**src/rtl/core/ppe_pkg.sv**
```systemverilog
// ----------------------------------------------------------------------------
// ppe_pkg
// Shared types, constants and fixed-point helpers of the piecewise polynomial
// pose evaluator.
// ----------------------------------------------------------------------------
package ppe_pkg;

  localparam int COEF_W   = 64;
  localparam int TIME_W   = 32;
  localparam int POS_W    = 32;
  localparam int YAW_W    = 16;
  localparam int ZACC_W   = 18;
  localparam int CORD_W   = 34;
  localparam int CFG_AW   = 4;
  localparam int CFG_DW   = 32;
  localparam int CORDIC_STEPS = 16;
  localparam int NORM_BIT = 29;

  localparam logic signed [ZACC_W-1:0] YAW_PI      = 18'sd25736;
  localparam logic signed [ZACC_W-1:0] YAW_HALF_PI = 18'sd12868;

  localparam logic signed [COEF_W-1:0] Q_MAX = {1'b0, {(COEF_W-1){1'b1}}};
  localparam logic signed [COEF_W-1:0] Q_MIN = {1'b1, {(COEF_W-1){1'b0}}};

  typedef enum logic [1:0] {
    REQ_COEFF = 2'd0,
    REQ_BREAK = 2'd1,
    REQ_EVAL  = 2'd2,
    REQ_NONE  = 2'd3
  } req_t;

  typedef enum logic [1:0] {
    REG_SEG_COUNT = 2'd0,
    REG_POLY_DEG  = 2'd1,
    REG_START_YAW = 2'd2,
    REG_NONE      = 2'd3
  } reg_idx_t;

  typedef struct packed {
    logic [4:0]         segment_count;
    logic [2:0]         poly_degree;
    logic signed [15:0] start_yaw;
  } cfg_t;

  typedef enum logic [3:0] {
    ST_IDLE,
    ST_SRCH_RD,
    ST_SRCH_CMP,
    ST_CO_RD,
    ST_CO_LD,
    ST_P_FIN,
    ST_P_ADD,
    ST_D_FIN,
    ST_D_ADD,
    ST_NEXT,
    ST_YAW,
    ST_RESULT
  } seq_state_t;

  typedef enum logic [1:0] {
    CD_IDLE,
    CD_NORM,
    CD_ROT,
    CD_DONE
  } cordic_state_t;

  function automatic logic [COEF_W-1:0] mag64(input logic signed [COEF_W-1:0] v);
    mag64 = v[COEF_W-1] ? (~v + 64'd1) : v;
  endfunction

  function automatic logic signed [COEF_W-1:0] from_mag(input logic neg,
      input logic [COEF_W-1:0] m, input logic ovf);
    if (neg) begin
      from_mag = (ovf || m[COEF_W-1]) ? Q_MIN : (~m + 64'd1);
    end else begin
      from_mag = (ovf || m[COEF_W-1]) ? Q_MAX : m;
    end
  endfunction

  function automatic logic signed [COEF_W-1:0] sat_add(input logic signed [COEF_W-1:0] a,
      input logic signed [COEF_W-1:0] b);
    logic signed [COEF_W:0] s;
    s = {a[COEF_W-1], a} + {b[COEF_W-1], b};
    if (s[COEF_W] != s[COEF_W-1]) begin
      sat_add = s[COEF_W] ? Q_MIN : Q_MAX;
    end else begin
      sat_add = s[COEF_W-1:0];
    end
  endfunction

  // Multiply by a small integer (derivative weights).
  function automatic logic signed [COEF_W-1:0] mul_small(input logic signed [COEF_W-1:0] a,
      input logic [3:0] n);
    logic [COEF_W+3:0] p;
    p = {4'd0, mag64(a)} * {64'd0, n};
    mul_small = from_mag(a[COEF_W-1], p[COEF_W-1:0], |p[COEF_W+3:COEF_W]);
  endfunction

  // Combines the two registered partial products of a Q32.32 by Q12.20 multiply.
  function automatic logic signed [COEF_W-1:0] mul_time_fin(input logic neg,
      input logic [COEF_W-1:0] lo, input logic [COEF_W-1:0] hi);
    logic ovf;
    logic [COEF_W-1:0] r;
    ovf = |hi[63:51];
    r = (hi << 12) + (lo >> 20);
    mul_time_fin = from_mag(neg, ovf ? '0 : r, ovf);
  endfunction

  function automatic logic [POS_W-1:0] to_q16(input logic signed [COEF_W-1:0] v);
    logic [47:0] m;
    m = 48'(mag64(v) >> 16);
    if (v[COEF_W-1]) begin
      if (m > 48'h8000_0000) m = 48'h8000_0000;
      to_q16 = ~m[31:0] + 32'd1;
    end else begin
      if (m > 48'h7FFF_FFFF) m = 48'h7FFF_FFFF;
      to_q16 = m[31:0];
    end
  endfunction

  function automatic logic signed [ZACC_W-1:0] atan_tab(input logic [3:0] i);
    case (i)
      4'd0:    atan_tab = 18'sd6434;
      4'd1:    atan_tab = 18'sd3798;
      4'd2:    atan_tab = 18'sd2007;
      4'd3:    atan_tab = 18'sd1019;
      4'd4:    atan_tab = 18'sd511;
      4'd5:    atan_tab = 18'sd256;
      4'd6:    atan_tab = 18'sd128;
      4'd7:    atan_tab = 18'sd64;
      4'd8:    atan_tab = 18'sd32;
      4'd9:    atan_tab = 18'sd16;
      4'd10:   atan_tab = 18'sd8;
      4'd11:   atan_tab = 18'sd4;
      4'd12:   atan_tab = 18'sd2;
      4'd13:   atan_tab = 18'sd1;
      default: atan_tab = 18'sd0;
    endcase
  endfunction

endpackage

```
**src/rtl/core/ppe_cfg.sv**
```systemverilog
// ----------------------------------------------------------------------------
// ppe_cfg
// APB-style configuration registers: segment count, degree and start yaw.
// ----------------------------------------------------------------------------
module ppe_cfg (
  input  logic                          clk,
  input  logic                          rst_n,
  input  logic                          psel,
  input  logic                          penable,
  input  logic                          pwrite,
  input  logic [ppe_pkg::CFG_AW-1:0]    paddr,
  input  logic [ppe_pkg::CFG_DW-1:0]    pwdata,
  output logic [ppe_pkg::CFG_DW-1:0]    prdata,
  output logic                          pready,
  output ppe_pkg::cfg_t                 cfg
);

  ppe_pkg::cfg_t     cfg_r;
  ppe_pkg::reg_idx_t idx;

  assign idx    = ppe_pkg::reg_idx_t'(paddr[3:2]);
  assign pready = 1'b1;
  assign cfg    = cfg_r;

  always_ff @(posedge clk) begin
    if (!rst_n) begin
      cfg_r.segment_count <= 5'd1;
      cfg_r.poly_degree   <= 3'd6;
      cfg_r.start_yaw     <= '0;
    end else if (psel && penable && pwrite) begin
      unique case (idx)
        ppe_pkg::REG_SEG_COUNT: cfg_r.segment_count <= pwdata[4:0];
        ppe_pkg::REG_POLY_DEG:  cfg_r.poly_degree   <= pwdata[2:0];
        ppe_pkg::REG_START_YAW: cfg_r.start_yaw     <= pwdata[15:0];
        default: ;
      endcase
    end
  end

  always_comb begin
    unique case (idx)
      ppe_pkg::REG_SEG_COUNT: prdata = {27'd0, cfg_r.segment_count};
      ppe_pkg::REG_POLY_DEG:  prdata = {29'd0, cfg_r.poly_degree};
      ppe_pkg::REG_START_YAW: prdata = {16'd0, cfg_r.start_yaw};
      default:                prdata = '0;
    endcase
  end

endmodule

```
**config.mk**
```make
export PLATFORM = sky130hd
export DESIGN_NAME = ppe_cfg
export DESIGN_NICKNAME = d
export VERILOG_FILES = /design/src/rtl/core/ppe_pkg.sv /design/src/rtl/core/ppe_cfg.sv
export SDC_FILE = /design/constraint.sdc
export NUM_CORES = 1
export LEC_CHECK = 0
export ABC_AREA = 0
export BUFFER_PORTS_ARGS = -buffer_cell sky130_fd_sc_hd__buf_2
export CORE_MARGIN = 3
export CORE_UTILIZATION = 30
export CTS_CLUSTER_SIZE = 28
export DETAILED_ROUTE_END_ITERATION = 16
export HOLD_SLACK_MARGIN = 0.15
export PLACE_DENSITY = 0.72
export REMOVE_ABC_BUFFERS = 1
export SLEW_MARGIN = 30
export SYNTH_ARGS = -nofsm -noshare
export SYNTH_HDL_FRONTEND = slang
export SYNTH_SLANG_ARGS = --single-unit
```
**constraint.sdc**
```tcl
create_clock -name clk -period 1.8 [get_ports clk]
set_input_delay 0.18 -clock clk [delete_from_list [all_inputs] [get_ports clk]]
set_output_delay 0.18 -clock clk [all_outputs]
set_load 0.01 [all_outputs]
```
==> out/metrics.csv <==
stage,metric,value,unit
route,Final ANT Viol Nets,0,
cells_and_area,fin area,0.001667,sq mm
cells_and_area,FILL cells,427,
worst_setup_path,"Buf+Inv Stages, Crit Path",3,
floorplan,die area,0.005100,sq mm
cells_and_area,Final Util,41.07,%
worst_setup_path,Crit. End Element,primary output,
worst_setup_path,kind of critical path,in2out,
cells_and_area,Area Overhead vs Synth,29.82,%
worst_setup_path,slowest cell delay on critical path,0.23,ns
yosys,Gate Count Post-Synth,150,
floorplan,# rows,23,
clock_network,Clock Pin Slew Worst Setup and Hold Paths,0.09,ns
placed_design,Post-DP Area,0.001531,sq mm
placed_design,# port buffers,62,
worst_setup_path,worst-path cell chain,"buf_2, nor2b_4, buf_4, and2_1, buf_2",
grt,total grt overflow,0,
yosys,Ys Warns,0,
pwr,Leak,0.8680,nW
grt,Total GRT Usage,12.04,%
sta,"Setup violations, final",0,
grt,vias in the first global route,997,
route,Avg WL per Cell,11.63,um
route,Via Count,1142,
cells_and_area,Antenna diodes,0,
sta,worst-margin pin slew,0.6656,ns
yosys,number of synthesized register bits,24,
clock_network,clk sink count,24,
worst_setup_path,CP max-delay cell,buf_2,
clock_network,"Clk Latency, worst-skew pair",0.26,ns
outcome,status,"finished, final reports clean",
yosys,synthesized area,0.001284,sq mm
clock_network,H-tree depth,1,
cells_and_area,Final Non-Filler Cells,264,
cells_and_area,max reg flops,24,
floorplan,IO Count,98,
route,Vias/cell,4.326,
sta,Period minus WS final,1.246,ns
placed_design,gpl congestion,0.7345,
worst_setup_path,critical path required time,1.62,ns
worst_setup_path,CP top delay family,buffers and inverters,
worst_setup_path,crit path launch type,input pin,
clock_network,CTS tree,done,
floorplan,Die W,71.42,um
floorplan,Vert. Die Dim,71.42,um
worst_setup_path,maximum net fanout on the critical path,11,
worst_setup_path,CP Data Arrival Time,1.07,ns
sta,Worst Skew,0,ns
floorplan,initial core utilization,31.64,%
yosys,sequential fraction of the synthesis area,37.43,%
sta,Hold Fails Final Rpt,0,
grt,antenna violations before repair,0,
pwr,Tot Pwr,0.001047,W
route,Routed WL,3070,um
sta,final period utilization,69.21,%
clock_network,CTS Buf Count,3,
clock_network,post-CTS sizing,0,
grt,first-pass GRT wire length,4878,um
worst_setup_path,crit-path most repeated cell,buf_2,
placed_design,DP HPWL,2093,um
pwr,Max VDD drop,288.5,uV
yosys,Mean Syn Cell Area,8.558,sq um
sta,normalized max-slew margin,55.63,%
cells_and_area,layout cells sized above 1,32.24,%
hold_path,Hold Crit Class,in2reg,
yosys,Yosys cell types,21,
sta,Peak Freq,802.7,MHz
floorplan,Core ar.,0.004058,sq mm
cells_and_area,fin nets,256,
pwr,Pwr per Cell Area,628.3,mW/mm^2
clock_network,root buffer cell,clkbuf_8,
route,drt pass-1 iters,4,
sta,max-slew violations,0,
route,Post-route DRC,0,
grt,largest net degree at the start of global routing,41,
sta,TNS Setup,0,ns
sta,RSZ-0062 raised after global routing,false,
job,max-cap violations,0,
route,drt initial violations,29,
placed_design,Inst Count DP,252,
clock_network,Max clock buf depth,2,
## layout by cell type (no fill, tap or decap)
cell type	n
nor2_1	2
buf_2	62
conb_1	17
o21ai_0	3
nand3_1	3
o31ai_1	1
dfxtp_1	24
and2b_1	1
mux2i_1	26
and2_1	12
o211ai_1	3
nand2_1	40
or3_1	1
and3_1	1
clkbuf_8	4
nor2b_4	1
dlygate4sd3_1	8
and2_4	1
inv_1	3
buf_4	1
## stage by stage
step                hold WS, ns  worst slack, ns
floorplan                0.2689           0.8725
detailed placement       0.4328           0.5252
global placement         0.4291           0.5639
CTS                      0.1520           0.5626
finish                   0.1570           0.5542
global route             0.1761           0.4803
## layout make-up
| cell class | count | area, sq um | area share, % |
|---|---|---|---|
| Sequential cell | 24 | 480.5 | 28.83 |
| Multi-Input combinational cell | 112 | 659.4 | 39.56 |
| Timing Repair Buffer | 71 | 397.9 | 23.87 |
| Tap cell | 50 | 62.56 | 3.754 |
| Inverter | 3 | 11.26 | 0.6757 |
| Clock buffer | 4 | 55.05 | 3.303 |
## Yosys cell counts
cell type  number  area (sq um)
buf_4          17         127.6
nor2b_4         1         13.76
nor2_1          2         7.510
and2b_1         1         7.510
conb_1          2         7.510
and2_1         12         75.07
o31ai_1         1         7.510
mux2i_1        26         260.3
o21ai_0         3         15.01
o211ai_1        3         22.52
inv_1           3         11.26
and2_4          1         8.760
or3_1           1         6.260
buf_6           2         22.52
buf_2           1         5.000
clkbuf_1        5         18.77
nand3_1         3         15.01
nand2_1        40         150.1
and3_1          1         6.260
dfxtp_1        24         480.5
buf_8           1         15.01
## worst reg2reg max path, stage by stage, from the launching register on
cell and delay (ns):
dfxtp_1 0.33, o31ai_1 0.06, o211ai_1 0.13
## final timing paths
check,start,endpoint,slack (ns),depth (start not counted)
max,paddr[3],prdata[8],0.55,5
min reg2reg,cfg[7],cfg[7],0.47,2
max reg2reg,cfg[19],cfg[19],1.13,2
min,pwdata[14],cfg[14],0.16,3
## layer usage
metal	vias up	part of all wire, %	track usage [%]
met5	-	0	0
met4	0	0.49	4.384
met3	2	9.1	1.964
met2	55	47	19.59
met1	509	43	16.05
li1	576	-	-
## power by group
group	internal (W)	switching (W)	total, W
clock	0.000195	0.000172	0.000367
sequential	0.000538	0.00000495	0.000543
combinational	0.0000578	0.0000795	0.000137
## cells by family (layout without fill, tap and decap cells)
kind of cell | after synthesis | count (layout) | synth area share [%]
mux | 26 | 26 | 20.27
flops | 24 | 24 | 37.43
simple gates | 62 | 62 | 22.61
compound gates | 7 | 7 | 3.509
other cells | 2 | 17 | 0.5850
buf+inv | 29 | 78 | 15.59
## what timing repair did
| action | CTS | global route |
|---|---|---|
| endpoints found under the hold margin | 7 | 1 |
| hold buffers | 7 | 1 |
| setup buffers | 0 | 0 |
| endpoints found under the setup margin | 0 | 0 |
Power figures use the tool's default switching activity.
