$ cat src/rtl/core/ppe_pkg.sv
// ----------------------------------------------------------------------------
// ppe_pkg
// Shared types, constants and fixed-point helpers of the piecewise polynomial
// pose evaluator.
// ----------------------------------------------------------------------------
package ppe_pkg;

  localparam int COEF_W   = 64;
  localparam int TIME_W   = 32;
  localparam int POS_W    = 32;
  localparam int YAW_W    = 16;
  localparam int ZACC_W   = 18;
  localparam int CORD_W   = 34;
  localparam int CFG_AW   = 4;
  localparam int CFG_DW   = 32;
  localparam int CORDIC_STEPS = 16;
  localparam int NORM_BIT = 29;

  localparam logic signed [ZACC_W-1:0] YAW_PI      = 18'sd25736;
  localparam logic signed [ZACC_W-1:0] YAW_HALF_PI = 18'sd12868;

  localparam logic signed [COEF_W-1:0] Q_MAX = {1'b0, {(COEF_W-1){1'b1}}};
  localparam logic signed [COEF_W-1:0] Q_MIN = {1'b1, {(COEF_W-1){1'b0}}};

  typedef enum logic [1:0] {
    REQ_COEFF = 2'd0,
    REQ_BREAK = 2'd1,
    REQ_EVAL  = 2'd2,
    REQ_NONE  = 2'd3
  } req_t;

  typedef enum logic [1:0] {
    REG_SEG_COUNT = 2'd0,
    REG_POLY_DEG  = 2'd1,
    REG_START_YAW = 2'd2,
    REG_NONE      = 2'd3
  } reg_idx_t;

  typedef struct packed {
    logic [4:0]         segment_count;
    logic [2:0]         poly_degree;
    logic signed [15:0] start_yaw;
  } cfg_t;

  typedef enum logic [3:0] {
    ST_IDLE,
    ST_SRCH_RD,
    ST_SRCH_CMP,
    ST_CO_RD,
    ST_CO_LD,
    ST_P_FIN,
    ST_P_ADD,
    ST_D_FIN,
    ST_D_ADD,
    ST_NEXT,
    ST_YAW,
    ST_RESULT
  } seq_state_t;

  typedef enum logic [1:0] {
    CD_IDLE,
    CD_NORM,
    CD_ROT,
    CD_DONE
  } cordic_state_t;

  function automatic logic [COEF_W-1:0] mag64(input logic signed [COEF_W-1:0] v);
    mag64 = v[COEF_W-1] ? (~v + 64'd1) : v;
  endfunction

  function automatic logic signed [COEF_W-1:0] from_mag(input logic neg,
      input logic [COEF_W-1:0] m, input logic ovf);
    if (neg) begin
      from_mag = (ovf || m[COEF_W-1]) ? Q_MIN : (~m + 64'd1);
    end else begin
      from_mag = (ovf || m[COEF_W-1]) ? Q_MAX : m;
    end
  endfunction

  function automatic logic signed [COEF_W-1:0] sat_add(input logic signed [COEF_W-1:0] a,
      input logic signed [COEF_W-1:0] b);
    logic signed [COEF_W:0] s;
    s = {a[COEF_W-1], a} + {b[COEF_W-1], b};
    if (s[COEF_W] != s[COEF_W-1]) begin
      sat_add = s[COEF_W] ? Q_MIN : Q_MAX;
    end else begin
      sat_add = s[COEF_W-1:0];
    end
  endfunction

  // Multiply by a small integer (derivative weights).
  function automatic logic signed [COEF_W-1:0] mul_small(input logic signed [COEF_W-1:0] a,
      input logic [3:0] n);
    logic [COEF_W+3:0] p;
    p = {4'd0, mag64(a)} * {64'd0, n};
    mul_small = from_mag(a[COEF_W-1], p[COEF_W-1:0], |p[COEF_W+3:COEF_W]);
  endfunction

  // Combines the two registered partial products of a Q32.32 by Q12.20 multiply.
  function automatic logic signed [COEF_W-1:0] mul_time_fin(input logic neg,
      input logic [COEF_W-1:0] lo, input logic [COEF_W-1:0] hi);
    logic ovf;
    logic [COEF_W-1:0] r;
    ovf = |hi[63:51];
    r = (hi << 12) + (lo >> 20);
    mul_time_fin = from_mag(neg, ovf ? '0 : r, ovf);
  endfunction

  function automatic logic [POS_W-1:0] to_q16(input logic signed [COEF_W-1:0] v);
    logic [47:0] m;
    m = 48'(mag64(v) >> 16);
    if (v[COEF_W-1]) begin
      if (m > 48'h8000_0000) m = 48'h8000_0000;
      to_q16 = ~m[31:0] + 32'd1;
    end else begin
      if (m > 48'h7FFF_FFFF) m = 48'h7FFF_FFFF;
      to_q16 = m[31:0];
    end
  endfunction

  function automatic logic signed [ZACC_W-1:0] atan_tab(input logic [3:0] i);
    case (i)
      4'd0:    atan_tab = 18'sd6434;
      4'd1:    atan_tab = 18'sd3798;
      4'd2:    atan_tab = 18'sd2007;
      4'd3:    atan_tab = 18'sd1019;
      4'd4:    atan_tab = 18'sd511;
      4'd5:    atan_tab = 18'sd256;
      4'd6:    atan_tab = 18'sd128;
      4'd7:    atan_tab = 18'sd64;
      4'd8:    atan_tab = 18'sd32;
      4'd9:    atan_tab = 18'sd16;
      4'd10:   atan_tab = 18'sd8;
      4'd11:   atan_tab = 18'sd4;
      4'd12:   atan_tab = 18'sd2;
      4'd13:   atan_tab = 18'sd1;
      default: atan_tab = 18'sd0;
    endcase
  endfunction

endpackage

$ cat src/rtl/core/ppe_cordic.sv
// ----------------------------------------------------------------------------
// ppe_cordic
// Iterative atan2: normalizes one bit per cycle, then 16 vectoring steps; dy zero with dx <= 0 skips both.
// ----------------------------------------------------------------------------
module ppe_cordic (
  input  logic                                 clk,
  input  logic                                 rst_n,
  input  logic                                 start,
  input  logic signed [ppe_pkg::COEF_W-1:0]    dx,
  input  logic signed [ppe_pkg::COEF_W-1:0]    dy,
  output logic                                 done,
  output logic signed [ppe_pkg::YAW_W-1:0]     heading
);

  localparam int W = ppe_pkg::CORD_W;

  ppe_pkg::cordic_state_t state_r, state_nxt;

  logic [ppe_pkg::COEF_W-1:0]         mx_r, my_r;
  logic                               sx_r, sy_r;
  logic signed [W-1:0]                xi_r, yi_r;
  logic signed [ppe_pkg::ZACC_W-1:0]  z_r;
  logic [3:0]                         step_r;
  logic                               big;
  logic signed [W-1:0]                xs, ys, sh_x, sh_y;
  logic signed [ppe_pkg::ZACC_W-1:0]  z_clamp;

  assign big  = |mx_r[63:ppe_pkg::NORM_BIT] || |my_r[63:ppe_pkg::NORM_BIT];
  assign xs   = sx_r ? -W'(mx_r[ppe_pkg::NORM_BIT-1:0]) : W'(mx_r[ppe_pkg::NORM_BIT-1:0]);
  assign ys   = sy_r ? -W'(my_r[ppe_pkg::NORM_BIT-1:0]) : W'(my_r[ppe_pkg::NORM_BIT-1:0]);
  assign sh_x = xi_r >>> step_r;
  assign sh_y = yi_r >>> step_r;

  always_comb begin
    if (z_r > ppe_pkg::YAW_PI) z_clamp = ppe_pkg::YAW_PI;
    else if (z_r < -ppe_pkg::YAW_PI) z_clamp = -ppe_pkg::YAW_PI;
    else z_clamp = z_r;
  end

  assign done    = (state_r == ppe_pkg::CD_DONE);
  assign heading = z_clamp[ppe_pkg::YAW_W-1:0];

  always_ff @(posedge clk) begin
    if (!rst_n) state_r <= ppe_pkg::CD_IDLE;
    else        state_r <= state_nxt;
  end

  always_comb begin
    state_nxt = state_r;
    unique case (state_r)
      ppe_pkg::CD_IDLE: begin
        if (start) begin
          if (dy == '0) state_nxt = (dx[63] || dx == '0) ? ppe_pkg::CD_DONE : ppe_pkg::CD_NORM;
          else          state_nxt = ppe_pkg::CD_NORM;
        end
      end
      ppe_pkg::CD_NORM: if (!big) state_nxt = ppe_pkg::CD_ROT;
      ppe_pkg::CD_ROT:  if (step_r == 4'(ppe_pkg::CORDIC_STEPS - 1)) state_nxt = ppe_pkg::CD_DONE;
      ppe_pkg::CD_DONE: state_nxt = ppe_pkg::CD_IDLE;
      default:          state_nxt = ppe_pkg::CD_IDLE;
    endcase
  end

  always_ff @(posedge clk) begin
    case (state_r)
      ppe_pkg::CD_IDLE: begin
        mx_r   <= ppe_pkg::mag64(dx);
        my_r   <= ppe_pkg::mag64(dy);
        sx_r   <= dx[63];
        sy_r   <= dy[63];
        step_r <= '0;
        // Both zero gives zero; a negative x on the axis gives pi.
        z_r    <= (dy == '0 && dx[63]) ? ppe_pkg::YAW_PI : '0;
      end
      ppe_pkg::CD_NORM: begin
        if (big) begin
          mx_r <= mx_r >> 1;
          my_r <= my_r >> 1;
        end else if (xs < 0) begin
          if (ys >= 0) begin
            xi_r <= ys;
            yi_r <= -xs;
            z_r  <= ppe_pkg::YAW_HALF_PI;
          end else begin
            xi_r <= -ys;
            yi_r <= xs;
            z_r  <= -ppe_pkg::YAW_HALF_PI;
          end
        end else begin
          xi_r <= xs;
          yi_r <= ys;
          z_r  <= '0;
        end
      end
      ppe_pkg::CD_ROT: begin
        if (yi_r >= 0) begin
          xi_r <= xi_r + sh_y;
          yi_r <= yi_r - sh_x;
          z_r  <= z_r + ppe_pkg::atan_tab(step_r);
        end else begin
          xi_r <= xi_r - sh_y;
          yi_r <= yi_r + sh_x;
          z_r  <= z_r - ppe_pkg::atan_tab(step_r);
        end
        step_r <= step_r + 4'd1;
      end
      default: ;
    endcase
  end

endmodule

$ cat config.mk
export PLATFORM = sky130hd
export DESIGN_NAME = ppe_cordic
export DESIGN_NICKNAME = d
export VERILOG_FILES = /design/src/rtl/core/ppe_pkg.sv /design/src/rtl/core/ppe_cordic.sv
export SDC_FILE = /design/constraint.sdc
export NUM_CORES = 1
export LEC_CHECK = 0
export ABC_AREA = 1
export BUFFER_PORTS_ARGS = -buffer_cell sky130_fd_sc_hd__clkbuf_2
export CORE_MARGIN = 8
export CORE_UTILIZATION = 55
export CTS_BUF_LIST = sky130_fd_sc_hd__clkbuf_4 sky130_fd_sc_hd__clkbuf_8 sky130_fd_sc_hd__clkbuf_16
export DETAILED_ROUTE_END_ITERATION = 16
export HOLD_SLACK_MARGIN = 0.03
export PLACE_DENSITY = 0.73
export SETUP_SLACK_MARGIN = 0.3
export SYNTH_ARGS = -nofsm -noshare
export SYNTH_HDL_FRONTEND = slang
export SYNTH_SLANG_ARGS = --single-unit
$ cat constraint.sdc
create_clock -name clk -period 14.3 [get_ports clk]
set_clock_uncertainty 0.05 [all_clocks]
set_input_delay 2.145 -clock clk [delete_from_list [all_inputs] [get_ports clk]]
set_output_delay 2.145 -clock clk [all_outputs]
set_load 0.02 [all_outputs]
==> impl_results.md, run 1 <==
- Ratio of cells with drive above 1 in the final layout: under 10%
- Initial Util: between 50% and 60%
- M2 GR Usage: about half
- Number of synthesized flops with an enable pin: 220
- Syn. warnings: 0
- Post-detail-place hpwl: approximately 75 mm
- Reg2reg start: step_r[1]
- Gr usage total: a little under a third
- CP max stage cell: buf_4
- Fillers: 5002
- Unrepaired setup endpoints after global routing: no
- Die X: 242 um
- Most frequent cells after synthesis: nand2_1 (1257), nor2_1 (510), nand3_1 (474)
- Final WL: ~97 mm
- Sequential area share after synthesis: roughly a quarter
- Dpl ws: 8750 ps
- WL/cell: roughly 18 um
- Final setup fails: 0
- GRT busiest layer: met2
- # DRC: 0
- Met3 Usage GRT: under 10%
- Required time worst endpoint: approximately 15000 ps
- Post-synth top area share: between 20% and 30%
- Port bufs: 147
- CP Class: reg -> reg
- Hold Slack: 500 ps
- Worst EP arrival: 6080 ps
- First-pass GRT wire length: approximately 150 mm
- Clock buffer count from CTS: 31
- Depth of the CTS H-tree: 1
- Gp weighted congestion: approximately 1.0
- Synth cell types: just under 70
- P&R area growth vs syn: 7.21%
- Post-CTS setup buffer count: 0
- Final Net Count: roughly 4800
- Longest Clk Path Bufs: 3
- Cell taking the most area after synthesis: edfxtp_1
- Row cnt: between 80 and 90
- Remaining global-route overflow: 0
- Min Tclk post-route: 5780 ps
- Hold Startpoint: mx_r[57]
- Seq cells post-synth: around 240
- Antenna violations before repair: 1
- Crit-path most repeated cell: nand2_1
- DRT iter0 DRCs: 3247
- Final worst-path cycle share: 40.4%
- Largest cells by area after synthesis: edfxtp_1 (24%), nand2_1 (17%), nand3_1 (8.5%)
- Worst path bufs/invs: 6
- Synth Area in Compound Gates: about 17%
- Final hold violations: 0
- Met1 Track Usage GR: a little over two fifths
- Crit end category: register
- DR pass1 iterations: 8
- Post-Syn Area per Cell: a little over 6 um^2
- Worst path max stage delay: about 560 ps
- Die height: 242 um
- Sink Count: 235
- Count leader, synth: nand2_1
- Pin count of the biggest net entering global routing: 100
- Critical path launch point type: register
- Synth Area in Simple Gates: between 30% and 40%
- Worst-margin pin slew: between 1000 and 1500 ps
- Setup TNS: 0 ps
- CTS Hold Bufs: 0
- Mux cell area share after synthesis: 0%
- Post-Synth XOR/XNOR Area: around 5%
- Max_cap viols: 0
- Count of pins over their slew limit: 0
- Ports: around 150
- Clk slew on worst S/H paths: 60 ps
- Mapped Nets: 4741
- Status: complete, no violations
- Root Buffer: clkbuf_16
- Post-synthesis adder-cell area fraction: under 10%
- HP Class: reg -> reg
- Top FF cell, synth: edfxtp_1
- Max Fclk: ~170 MHz
- Crit path from: step_r[1]
- Total number of vias: ~30000
- Synth Instances: roughly 4500
- Clk_lat worst skew: a little over 600 ps
- Slew HR: 28.3%
- Core area: roughly 50000 um^2
- CTS resizes: 0
- Largest family of logic cells by synthesized area: simple AND/OR/NAND/NOR gates
- Via-per-instance ratio: between 5 and 6
- CP top delay family: compound AO/OA/AOI/OAI gates
- DIE AREA: a little under 60000 um^2
- Post-synth ARST share: 0%
- Vias in the first global route: 27700
- Antenna violation net count after detailed routing: 0
- Worst setup margin: ~8500 ps
- Worst-path fanout max: 71
- Cell Area, Synth: 28000 um^2
- TritonCTS clock tree: yes
[registers in the layout (all words and copies together), names as in the netlist, 2 cells and up, named ones only]
signal	flops
mx_r	64
my_r	64
state_r	2
step_r	4
xi_r	34
yi_r	34
z_r	18
[worst min-delay path: cells and delay by family, from the launching register on]
family | cells | cell delay, ps
flops | 1 | 340
compound gates | 1 | 60
simple gates | 1 | 50
[area by class of cell]
type | count | area [um^2] | share of cell area, %
antenna | 1 | 2.50 | 0.00835
clock buffer | 34 | 798 | 2.66
clock inverter | 22 | 218 | 0.726
inverter | 466 | 1760 | 5.85
multi-input combinational | 3645 | 18500 | 61.8
sequential | 235 | 6910 | 23.0
tap | 672 | 841 | 2.80
timing repair buffer | 172 | 923 | 3.08
[layout by cell type (no fill, tap or decap), types with 57 or more instances in the layout]
cell type	Yosys	final
nand2_1	1257	1257
nor2_1	510	510
nand3_1	474	474
inv_1	440	436
o21ai_0	312	311
a21oi_1	298	296
edfxtp_1	220	220
clkbuf_2	0	147
xor2_1	105	105
ha_1	102	100
nand4_1	64	64
xnor2_1	57	57
[cells by family after synthesis]
logic type / Yosys count
buffers and inverters: 625
xor gates and xnor gates: 162
AOI/OAI and AO/OA: 838
DFF: 235
and+or+nand+nor: 2540
adders and majority gates: 105
[worst paths after layout]
path              slack, ps  endpoint  cells after the start
hold reg to reg         500  mx_r[56]                      2
setup reg to reg       8520  xi_r[31]                     28
hold / removal          500  mx_r[56]                      2
setup / recovery       8520  xi_r[31]                     28
[layer usage]
metal	share of wire [%]	wire, um
met5	0	0
met4	5.3	5160
met3	7.1	6870
met2	45	43400
met1	43	41200
[metrics by stage]
step / util [%] / area [um^2] / instances
after floorplan: - / 28000 / 4505
after global placement: 57.7 / 29000 / 5190
after detailed placement: 57.7 / 29000 / 5190
after CTS: 59.8 / 30000 / 5246
after global routing: 59.8 / 30000 / 5247
final: 59.8 / 30000 / 5247
Power of run 1 is not shown: default switching activity piles up to over one toggle a cycle in this logic, so the estimate is an artifact.
==> run 2: changes to the inputs <==
==> constraint.sdc (replaced) <==
create_clock -name clk -period 6.1 [get_ports clk]
set_clock_uncertainty 0.05 [all_clocks]
set_input_delay 0.915 -clock clk [delete_from_list [all_inputs] [get_ports clk]]
set_output_delay 0.915 -clock clk [all_outputs]
set_load 0.02 [all_outputs]
==> run 2 against run 1 <==
Against the previous run: hold slack got worse by 0.73 ps; first-iteration DRC count shrank 4.1%; core utilization rose by 0.11 points; sequential share of layout area barely moved; via count about the same; critical path depth decreased by 2; die area unchanged; clock-buffer cell count down 3; final cell count grew 0.11%; sequential cell count unchanged; critical endpoint unchanged; non-clock buffer count is 6 higher.
==> impl_results.md, run 2 (same netlist as run 1, synthesis figures left out) <==
- Status: complete, no violations
- Vias in the first global route: between 20000 and 30000
- Worst-path fanout max: 48
- Pin count of the biggest net entering global routing: around 100
- Depth of the CTS H-tree: 1
- Row cnt: between 80 and 90
- CTS Hold Bufs: 0
- Clock buffer count from CTS: 30
- Port bufs: between 100 and 150
- Top flop regs: mx_r (64), my_r (64)
- Crit-path most repeated cell: nand2_1
- Clk_lat worst skew: 610 ps
- Root Buffer: clkbuf_16
- DR pass1 iterations: 6
- Core area: 50200 um^2
- Hold Slack: roughly 500 ps
- Initial Util: a little under three fifths
- WL/cell: ~18 um
- CP Class: reg -> reg
- Die height: approximately 240 um
- Gr usage total: between 30% and 40%
- First-pass GRT wire length: 150 mm
- Worst path max stage delay: 460 ps
- Remaining global-route overflow: 0
- Max Fclk: around 190 MHz
- Final setup fails: 0
- # DRC: 0
- Required time worst endpoint: about 6400 ps
- Ratio of cells with drive above 1 in the final layout: about 8.5%
- Via-per-instance ratio: between 5 and 6
- Critical path launch point type: register
- Max_cap viols: 0
- P&R area growth vs syn: 7.40%
- Unrepaired setup endpoints after global routing: no
- DRT iter0 DRCs: roughly 3100
- Crit end category: register
- DIE AREA: approximately 58000 um^2
- Clk slew on worst S/H paths: roughly 70 ps
- Slew HR: 31.5%
- Antenna violations before repair: 2
- Antenna violation net count after detailed routing: 0
- Sink Count: 235
- Most frequent cells in the layout: nand2_1 (1257), nor2_1 (510), nand3_1 (474)
- Die X: between 200 and 250 um
- Longest Clk Path Bufs: 3
- Ports: 148
- CP max stage cell: edfxtp_1
- Worst-margin pin slew: 1030 ps
- Final worst-path cycle share: 85.5%
- HP Class: reg -> reg
- Commonest non-fill, non-tap cell in the layout: nand2_1
- Count of pins over their slew limit: 0
- Final WL: around 96 mm
- Worst EP arrival: between 5000 and 6000 ps
- Final hold violations: 0
- TritonCTS clock tree: yes
- Post-detail-place hpwl: approximately 75 mm
- Min Tclk post-route: about 5200 ps
- Gp weighted congestion: about 1
- Final Net Count: 4792
- Setup TNS: 0 ps
- Fin util: 59.9%
- Total number of vias: 30500
[run 2: changes by cell type in the layout (fill, tap and decap cells not counted), moves of 2 or more]
cell,change
clkbuf_4,-2
clkinvlp_4,+2
clkinv_2,+4
buf_4,+5
clkinv_1,-8
inv_6,+2
clkinv_4,+2
[run 2: layout make-up]
cell class              instances  area [um^2]
fillers                      5043        20100
multi-input cells            3645        18500
flip-flops and latches        235         6910
inverters                     466         1760
repair buffers                178          981
well taps                     672          841
clock buffers                  31          758
clock inverters                25          255
diodes                          1         2.50
[run 2: stage by stage]
stage / cells / area [um^2] / worst slack (ps)
3_5_place_dp: 5196 / 29000 / 917
3_3_place_gp: 5196 / 29000 / 1020
2_1_floorplan: 4505 / 28000 / 842
6_report: 5253 / 30000 / 884
5_1_grt: 5252 / 30000 / 423
4_1_cts: 5252 / 30000 / 883
[run 2: what timing repair did]
action | in CTS | in global routing
gates resized for setup | 0 | 1
endpoints found under the setup margin | 0 | 1
setup buffers | 0 | 0
[run 2: metal layers]
layer | vias up | wire [um] | track usage [%] | part of all wire (%)
li1 | 15300 | - | - | -
met1 | 13700 | 40600 | 40.7 | 42
met2 | 1298 | 43100 | 50.8 | 45
met3 | 245 | 7110 | 4.00 | 7.4
met4 | 4 | 5090 | 14.6 | 5.3
met5 | - | 27 | 0 | 0.028
[run 2: critical path, delay by kind of cell (launching register included)]
kind,cells,cell delay (ps)
XOR/XNOR,1,200
buffers and inverters,4,660
adder cells (fa/ha/maj),2,580
flip-flops,1,460
AND/OR/NAND/NOR,11,1150
AO/OA/AOI/OAI,8,1810
[run 2: final timing paths]
path | slack [ps] | startpoint | end | depth (start not counted)
worst max-delay path | 880 | step_r[0] | xi_r[31] | 26
worst min-delay path | 500 | my_r[61] | my_r[60] | 2
worst max register to register | 880 | step_r[0] | xi_r[31] | 26
worst min register to register | 500 | my_r[61] | my_r[60] | 2
Power of run 2 is left out for the same reason.
